--- src/rtl/rdc_pkg.sv ---
// Shared types, constants and the digit-to-character function of the radix digit converter.
`default_nettype none
package rdc_pkg;

   localparam int DIGIT_W = 6;
   localparam int CHAR_W  = 7;

   localparam logic [DIGIT_W-1:0] RADIX_MIN   = 6'd2;
   localparam logic [DIGIT_W-1:0] RADIX_MAX   = 6'd36;
   localparam logic [DIGIT_W-1:0] RADIX_RESET = 6'd10;
   localparam logic [DIGIT_W-1:0] DEC_LIMIT   = 6'd10;

   localparam logic [CHAR_W-1:0] CH_ZERO  = 7'd48;
   localparam logic [CHAR_W-1:0] CH_ALPHA = 7'd65;

   typedef struct packed {
      logic               clear;
      logic               shift;
      logic [DIGIT_W-1:0] radix;
   } cell_ctl_type;

   function automatic logic [CHAR_W-1:0] digit_to_ascii(input logic [DIGIT_W-1:0] d);
      logic [CHAR_W-1:0] r;
      if (d < DEC_LIMIT) begin
         r = CH_ZERO + {1'b0, d};
      end else begin
         r = CH_ALPHA + {1'b0, d} - {1'b0, DEC_LIMIT};
      end
      return r;
   endfunction

endpackage
`default_nettype wire

--- src/rtl/rdc_cell.sv ---
// One digit cell: doubles its digit and adds the carry from below, or shifts digits upward.
`default_nettype none
module rdc_cell (
   input  wire logic                         clock,
   input  wire logic                         reset,
   input  wire rdc_pkg::cell_ctl_type        ctl,
   input  wire logic [rdc_pkg::DIGIT_W-1:0]  prev_digit,
   input  wire logic                         prev_step,
   input  wire logic                         prev_carry,
   output logic      [rdc_pkg::DIGIT_W-1:0]  digit,
   output logic                              step,
   output logic                              carry
);
   import rdc_pkg::*;

   logic [DIGIT_W-1:0] digit_ff, digit_in;
   logic               step_ff;
   logic               carry_ff, carry_in;
   logic [DIGIT_W:0]   dbl;
   logic [DIGIT_W:0]   diff;

   always_comb begin
      dbl  = {digit_ff, prev_carry};
      diff = dbl - {1'b0, ctl.radix};
      if (dbl >= {1'b0, ctl.radix}) begin
         carry_in = 1'b1;
         digit_in = diff[DIGIT_W-1:0];
      end else begin
         carry_in = 1'b0;
         digit_in = dbl[DIGIT_W-1:0];
      end
   end

   always_ff @(posedge clock) begin
      if (reset) begin
         step_ff  <= 1'b0;
         carry_ff <= 1'b0;
      end else begin
         step_ff  <= prev_step;
         carry_ff <= prev_step & carry_in;
      end
   end

   always_ff @(posedge clock) begin
      if (ctl.clear) begin
         digit_ff <= '0;
      end else if (prev_step) begin
         digit_ff <= digit_in;
      end else if (ctl.shift) begin
         digit_ff <= prev_digit;
      end
   end

   assign digit = digit_ff;
   assign step  = step_ff;
   assign carry = carry_ff;

endmodule
`default_nettype wire

--- src/rtl/rdc_ctrl.sv ---
// Sequencer of the converter: radix register, bit feed into the cell row and digit emission.
`default_nettype none
module rdc_ctrl #(
   parameter int VALUE_BITS = 32,
   parameter int MAX_DIGITS = 32
) (
   input  wire logic                         clock,
   input  wire logic                         reset,
   input  wire logic                         req_valid,
   output logic                              req_ready,
   input  wire logic [VALUE_BITS-1:0]        req_value,
   output logic                              rsp_valid,
   input  wire logic                         rsp_ready,
   output logic      [rdc_pkg::CHAR_W-1:0]   rsp_digit_char,
   output logic                              rsp_last_digit,
   input  wire logic                         csr_we,
   input  wire logic [rdc_pkg::DIGIT_W-1:0]  csr_wdata,
   output rdc_pkg::cell_ctl_type             ctl,
   output logic                              feed_bit,
   output logic                              feed_step,
   input  wire logic [rdc_pkg::DIGIT_W-1:0]  top_digit,
   input  wire logic                         top_step,
   input  wire logic                         top_carry
);
   import rdc_pkg::*;

   localparam int CNT_W = $clog2(VALUE_BITS + MAX_DIGITS);
   localparam int REM_W = $clog2(MAX_DIGITS + 1);
   localparam logic [CNT_W-1:0] CNT_LAST  = CNT_W'(VALUE_BITS + MAX_DIGITS - 1);
   localparam logic [CNT_W-1:0] CNT_FEED  = CNT_W'(VALUE_BITS);
   localparam logic [REM_W-1:0] REM_FULL  = REM_W'(MAX_DIGITS);
   localparam logic [REM_W-1:0] REM_ONE   = REM_W'(1);

   typedef enum logic [1:0] {ST_IDLE, ST_CONVERT, ST_EMIT} state_type;

   state_type          state_ff, state_in;
   logic [DIGIT_W-1:0] radix_ff, radix_in;
   logic [DIGIT_W-1:0] radix_eff_ff, radix_eff_in;
   logic [VALUE_BITS-1:0] shreg_ff, shreg_in;
   logic [CNT_W-1:0]   cnt_ff, cnt_in;
   logic [REM_W-1:0]   rem_ff, rem_in;
   logic               ovf_ff, ovf_in;
   logic               lead_ff, lead_in;
   logic               rsp_valid_ff, rsp_valid_in;
   logic [CHAR_W-1:0]  char_ff, char_in;
   logic               last_ff, last_in;
   logic               accept;
   logic               advance;
   logic               skip;
   logic               ovf_now;

   always_comb begin
      accept  = req_valid && (state_ff == ST_IDLE);
      advance = (state_ff == ST_EMIT) && (!rsp_valid_ff || rsp_ready);
      skip    = lead_ff && (top_digit == '0) && (rem_ff != REM_ONE);
      ovf_now = ovf_ff | (top_step & top_carry);

      state_in     = state_ff;
      radix_in     = csr_we ? csr_wdata : radix_ff;
      radix_eff_in = radix_eff_ff;
      shreg_in     = shreg_ff;
      cnt_in       = cnt_ff;
      rem_in       = rem_ff;
      ovf_in       = ovf_ff;
      lead_in      = lead_ff;
      rsp_valid_in = rsp_valid_ff && !rsp_ready;
      char_in      = char_ff;
      last_in      = last_ff;

      unique case (state_ff)
         ST_IDLE: begin
            if (accept) begin
               state_in = ST_CONVERT;
               shreg_in = req_value;
               cnt_in   = '0;
               ovf_in   = 1'b0;
               if (radix_ff < RADIX_MIN) begin
                  radix_eff_in = RADIX_MIN;
               end else if (radix_ff > RADIX_MAX) begin
                  radix_eff_in = RADIX_MAX;
               end else begin
                  radix_eff_in = radix_ff;
               end
            end
         end
         ST_CONVERT: begin
            shreg_in = {shreg_ff[VALUE_BITS-2:0], 1'b0};
            cnt_in   = cnt_ff + CNT_W'(1);
            ovf_in   = ovf_now;
            if (cnt_ff == CNT_LAST) begin
               state_in = ST_EMIT;
               rem_in   = REM_FULL;
               lead_in  = !ovf_now;
            end
         end
         ST_EMIT: begin
            if (advance) begin
               rem_in = rem_ff - REM_ONE;
               if (!skip) begin
                  rsp_valid_in = 1'b1;
                  char_in      = digit_to_ascii(top_digit);
                  last_in      = (rem_ff == REM_ONE);
                  lead_in      = 1'b0;
               end
               if (rem_ff == REM_ONE) begin
                  state_in = ST_IDLE;
               end
            end
         end
         default: begin
            state_in = ST_IDLE;
         end
      endcase
   end

   always_ff @(posedge clock) begin
      if (reset) begin
         state_ff     <= ST_IDLE;
         radix_ff     <= RADIX_RESET;
         rsp_valid_ff <= 1'b0;
         cnt_ff       <= '0;
         rem_ff       <= '0;
         ovf_ff       <= 1'b0;
         lead_ff      <= 1'b0;
      end else begin
         state_ff     <= state_in;
         radix_ff     <= radix_in;
         rsp_valid_ff <= rsp_valid_in;
         cnt_ff       <= cnt_in;
         rem_ff       <= rem_in;
         ovf_ff       <= ovf_in;
         lead_ff      <= lead_in;
         radix_eff_ff <= radix_eff_in;
         shreg_ff     <= shreg_in;
         char_ff      <= char_in;
         last_ff      <= last_in;
      end
   end

   always_comb begin
      ctl.clear = accept;
      ctl.shift = advance;
      ctl.radix = radix_eff_ff;
   end

   assign feed_step      = (state_ff == ST_CONVERT) && (cnt_ff < CNT_FEED);
   assign feed_bit       = shreg_ff[VALUE_BITS-1];
   assign req_ready      = (state_ff == ST_IDLE);
   assign rsp_valid      = rsp_valid_ff;
   assign rsp_digit_char = char_ff;
   assign rsp_last_digit = last_ff;

endmodule
`default_nettype wire

--- src/rtl/radix_digit_converter_top.sv ---
// Top level of the radix digit converter: sequencer and the row of digit cells.
//
//   channel   direction  handshake              payload
//   req       in         req_valid/req_ready    req_value
//   rsp       out        rsp_valid/rsp_ready    rsp_digit_char, rsp_last_digit
//   csr       in         csr_we                 csr_wdata (radix)
//
// Once a transfer is accepted, the value's bits and their carries ripple as a wave through
// the cell row, then the stored digits are emitted from the top cell, leading zeros dropped
// (the last digit is always emitted, and zeros are kept after an overflow).
// Reset clears the sequencer, the radix register (to ten) and the output valid.
// A stalled rsp transfer holds the digit emission; req is taken only between conversions.
`default_nettype none
module radix_digit_converter_top #(
   parameter int VALUE_BITS = 32,
   parameter int MAX_DIGITS = 32
) (
   input  wire logic                         clock,
   input  wire logic                         reset,
   input  wire logic                         req_valid,
   output logic                              req_ready,
   input  wire logic [VALUE_BITS-1:0]        req_value,
   output logic                              rsp_valid,
   input  wire logic                         rsp_ready,
   output logic      [rdc_pkg::CHAR_W-1:0]   rsp_digit_char,
   output logic                              rsp_last_digit,
   input  wire logic                         csr_we,
   input  wire logic [rdc_pkg::DIGIT_W-1:0]  csr_wdata
);
   import rdc_pkg::*;

   cell_ctl_type       ctl;
   logic               feed_bit;
   logic               feed_step;
   logic [DIGIT_W-1:0] digit_w [MAX_DIGITS];
   logic               step_w  [MAX_DIGITS];
   logic               carry_w [MAX_DIGITS];

   rdc_ctrl #(
      .VALUE_BITS(VALUE_BITS),
      .MAX_DIGITS(MAX_DIGITS)
   ) u_ctrl (
      .clock         (clock),
      .reset         (reset),
      .req_valid     (req_valid),
      .req_ready     (req_ready),
      .req_value     (req_value),
      .rsp_valid     (rsp_valid),
      .rsp_ready     (rsp_ready),
      .rsp_digit_char(rsp_digit_char),
      .rsp_last_digit(rsp_last_digit),
      .csr_we        (csr_we),
      .csr_wdata     (csr_wdata),
      .ctl           (ctl),
      .feed_bit      (feed_bit),
      .feed_step     (feed_step),
      .top_digit     (digit_w[MAX_DIGITS-1]),
      .top_step      (step_w[MAX_DIGITS-1]),
      .top_carry     (carry_w[MAX_DIGITS-1])
   );

   for (genvar i = 0; i < MAX_DIGITS; i++) begin : g_cell
      if (i == 0) begin : g_first
         rdc_cell u_cell (
            .clock     (clock),
            .reset     (reset),
            .ctl       (ctl),
            .prev_digit('0),
            .prev_step (feed_step),
            .prev_carry(feed_bit),
            .digit     (digit_w[i]),
            .step      (step_w[i]),
            .carry     (carry_w[i])
         );
      end else begin : g_rest
         rdc_cell u_cell (
            .clock     (clock),
            .reset     (reset),
            .ctl       (ctl),
            .prev_digit(digit_w[i-1]),
            .prev_step (step_w[i-1]),
            .prev_carry(carry_w[i-1]),
            .digit     (digit_w[i]),
            .step      (step_w[i]),
            .carry     (carry_w[i])
         );
      end
   end

endmodule
`default_nettype wire
--- config.mk ---
export PLATFORM = sky130hd
export DESIGN_NAME = radix_digit_converter_top
export DESIGN_NICKNAME = d
export VERILOG_FILES = /design/src/rtl/rdc_pkg.sv /design/src/rtl/rdc_cell.sv /design/src/rtl/rdc_ctrl.sv /design/src/rtl/radix_digit_converter_top.sv
export SDC_FILE = /design/constraint.sdc
export NUM_CORES = 1
export LEC_CHECK = 0
export ABC_CLOCK_PERIOD_IN_PS = 12400
export BUFFER_PORTS_ARGS = -buffer_cell sky130_fd_sc_hd__buf_2
export CAP_MARGIN = 20
export CORE_ASPECT_RATIO = 1.2
export CORE_MARGIN = 3
export CORE_UTILIZATION = 55
export CTS_CLUSTER_SIZE = 8
export DETAILED_ROUTE_END_ITERATION = 10
export PLACE_DENSITY_LB_ADDON = 0.15
export SYNTH_ARGS = -nofsm -noshare
export SYNTH_HDL_FRONTEND = slang
export SYNTH_SLANG_ARGS = --single-unit
--- constraint.sdc ---
create_clock -name clock -period 12.4 [get_ports clock]
set_clock_uncertainty 0.1 [all_clocks]
set_input_delay 0 -clock clock [delete_from_list [all_inputs] [get_ports clock]]
set_output_delay 0 -clock clock [all_outputs]
set_load 0.02 [all_outputs]
==> impl.org <==
** Final layout
- After filler insertion, the fill cell instance count of the layout stands at 3776.
- In the final layout, the share of cells above drive strength 1 is 0.102.
- For this run, the post-layout net count is 3061.
- 0 antenna diodes ended up in the layout.
- Final Instance Count excl. Fillers :: 3327
- Total area of sequential cells :: 6970 um2
- For this run, the share of the core covered by cells in the final layout is 0.610.
- The area growth from synthesis to layout is 9.14%.
- In the final layout, the multi-input gates occupy 16700 um2.

** Place
- Estimated wirelength of the detail-placed design :: 40.7 mm
- Input and output buffers added on the ports amount to 52.
- DP Cell Count :: 3216
- The congestion estimate from routability-driven global placement came to 0.885.

** Drt
- Wires add up to 63.2 mm.
- The first TritonRoute pass finished after 5 iterations.
- After detailed routing, the number of vias per cell comes to 6.37.
- Mean routed wirelength per cell :: 19.0 um
- Via count of the routed design :: 21200
- In this run the remaining antenna-violating nets after routing total 0.
- Drt initial violations :: 1210
- DRC violation count after routing :: 0

** Setup path
- Endpoint class of the critical path :: register
- Crit path capture :: g_cell[17].g_rest.u_cell.digit[2]
- The critical path is of the reg2reg type.
- For the worst setup path, the data required time is 12.72 ns.
- Arrival time of data at the critical path endpoint :: 3.88 ns
- Startpoint of the lowest-slack register-to-register path :: u_ctrl.state_ff[0]
- Crit path launch :: u_ctrl.state_ff[0]
- Counting cells, the worst reg-to-reg path comes to 7.
- The worst register-to-register path has a setup slack of 8.84 ns.
- The worst setup path is launched from a register.
- Highest fanout seen on the critical path :: 115
- FF-to-FF End :: g_cell[17].g_rest.u_cell.digit[2]

** Synthesis
- Share of synthesized cell area in full adder, half adder and majority cells :: 0.145
- Among all flip-flop cells after synthesis, the most frequent one is sky130_fd_sc_hd__dfxtp_1.
- Summing every instance area after synthesis gives 24600 um2.
- Flip-flop and latch count after synthesis :: 325
- Post-Syn Instances :: 2714
- Syn Area/Cell :: 9.07 um2
- Synth Net Count :: 3022
- Mux share of post-synthesis cell area :: 0.113
- Dominant combinational cell family by area after synthesis :: compound AO/OA/AOI/OAI gates
- Fraction of the mapped netlist area in compound gates :: 0.211
- Counting flops with a built-in enable in the synthesized netlist gives 46.
- The Yosys step of the flow raised 0 warnings.
- Async set or reset register ratio after synthesis :: 0
- Of the total synthesized cell area, the portion taken by AND, OR, NAND and NOR gates is 0.175.
- Number of different library cells in the post-synthesis netlist :: 82
- Of the total synthesized cell area, the portion taken by XOR and XNOR cells is 0.0327.
- The share of the Yosys chip area taken by registers is 0.283.

** Clocking
- Maximum level of the CTS H-tree :: 2
- Maximum count of clock buffers along a single path :: 3
- Clock-pin slew was measured on the worst setup and hold paths at 0.05 ns.
- The clock reaches the later pin of the worst-skew pair after 0.57 ns.
- Counting the buffers created by CTS gives 46.
- Num Clock Sinks :: 325
- Clock tree synthesis selected as its root buffer the cell sky130_fd_sc_hd__clkbuf_16.
- TritonCTS built the clock tree.

** Job
- MaxCap Viol Count :: 0

** STA
- Post-route worst hold slack :: 0.165 ns
- Unrepaired setup endpoints after global routing :: false
- The worst pin sits at a relative slew slack of 0.232.
- The number of pins with negative max-slew slack in the final report was 0.
- For the final routed database, the setup TNS stands at 0 ns.
- Counting I/O delays and the setup requirement, the final critical path takes 3.56 ns.
- Fmax :: 281 MHz
- Final setup vio count :: 0
- The hold violation total from the final report was 0.
- Worst Max-Slew Pin Slew :: 1.15 ns
- Period Utilization, post-route :: 0.287

** Floorplanning
- In this run the vertical extent of the chip is 238 um.
- After floorplanning, the core was divided into 84 placement rows.
- The core region is 44000 um2.
- Num ports :: 53
- Overall die width :: 199 um
- DIE AREA :: 47300 um2
- The initial utilization of the core area, before any placement, comes to 0.559.

** Global route
- Antenna violations before repair :: 0
- First-pass GRT wire length :: 104 mm
- Maximum number of pins on one net before global-route repair :: 116
- Total grt overflow :: 0
- Total routing resource utilization after global routing :: 0.263
- The via count of the first global-routing pass came to 21100.

** Run status
- The run finished with clean final reports.

** Pwr
- For this design the static power due to leakage is 0.0113 uW.
- Power density cells :: 114 nW/um2
- IR analysis of the VDD net gives a maximum drop of 0.000130 V.
- Total Power Consumption :: 3070 uW

** Hold path
- Classification of the worst-slack hold path :: in2reg
## metal layers
metal / GRT usage / part of all wire
met1: 0.326 / 0.43
met2: 0.459 / 0.48
met3: 0.0343 / 0.045
met4: 0.109 / 0.040
met5: 0 / 0
## critical path, cell delays in order (launching register included)
cell,delay [ns]
sky130_fd_sc_hd__dfxtp_1,0.35
sky130_fd_sc_hd__inv_1,0.07
sky130_fd_sc_hd__ha_2,0.43
sky130_fd_sc_hd__nand2_8,0.75
sky130_fd_sc_hd__buf_4,0.96
sky130_fd_sc_hd__mux2_2,0.42
sky130_fd_sc_hd__o21ai_0,0.18
sky130_fd_sc_hd__a21oi_1,0.06
## power breakdown
group,internal (uW),switching [uW],total [uW]
Combinational,299,462,761
Clock,668,466,1130
Sequential,1130,49.9,1180
## metrics by stage
step | cell area, um2 | setup slack [ns]
after detailed placement | 25100 | 8.81
after CTS | 26800 | 8.79
after floorplan | 24600 | 7.88
after global placement | 25100 | 8.87
after global routing | 26900 | 8.58
final | 26900 | 8.84
## worst min path at each step
stage,from,endpoint,cells past startpoint
after floorplan,reset,g_cell[29].g_rest.u_cell.step,1
after global routing,req_value[21],u_ctrl.shreg_ff[21],3
after detailed placement,csr_wdata[1],u_ctrl.radix_ff[1],2
final,req_value[21],u_ctrl.shreg_ff[21],3
after global placement,csr_wdata[1],u_ctrl.radix_ff[1],2
after CTS,req_value[0],u_ctrl.shreg_ff[0],3
## cells in the mapped netlist (all sizes together) (78+ instances only)
cell | count | area share
o21ai | 185 | 0.038
nand3 | 106 | 0.022
inv | 109 | 0.017
nor2b | 78 | 0.020
dfxtp | 279 | 0.23
nor3 | 78 | 0.016
clkbuf | 83 | 0.013
mux2 | 150 | 0.069
mux2i | 109 | 0.044
ha | 233 | 0.12
nor2 | 139 | 0.021
a21oi | 157 | 0.032
## timing repair
item | CTS | global route
resized for setup | 0 | 0
hold buffers | 47 | 0
buffers inserted | 0 | 0
hold endpoints to repair | 81 | 0
## final cells by class
type                    count  share of cell area
well taps                 559              0.0260
repair buffers            115              0.0317
flip-flops and latches    325               0.259
clock inverters             3             0.00126
multi-input cells        2152               0.621
clock buffers              60              0.0448
inverters                 113              0.0158
## cells by family after synthesis
| family | Yosys count |
|---|---|
| muxes | 259 |
| adders and majority gates | 265 |
| xor gates and xnor gates | 92 |
| AOI/OAI and AO/OA | 763 |
| DFF | 325 |
| and+or+nand+nor | 773 |
| buffers and inverters | 237 |
## state kept, by name, summed over array words and instances, names as in the netlist, 7 cells and up
register	flops
g_cell.g_rest.u_cell.carry	31
u_ctrl.rsp_digit_char	7
g_cell.g_rest.u_cell.digit	186
u_ctrl.shreg_ff	32
g_cell.g_rest.u_cell.step	31
## layout by cell type (no fill, tap or decap), drive strengths merged, types with 47 or more instances in the layout
cell type,count
nor2b,78
clkbuf,61
nand2,65
nor2,139
and3,47
nand4,47
nand3,106
buf,67
mux2i,109
dfxtp,279
a21oi,157
inv,111
nor3,78
ha,233
o21ai,185
o211ai,52
mux2,150
xor2,52
dlygate4sd3,47
a31oi,65
Note: power is estimated with default switching activity, not from simulation.
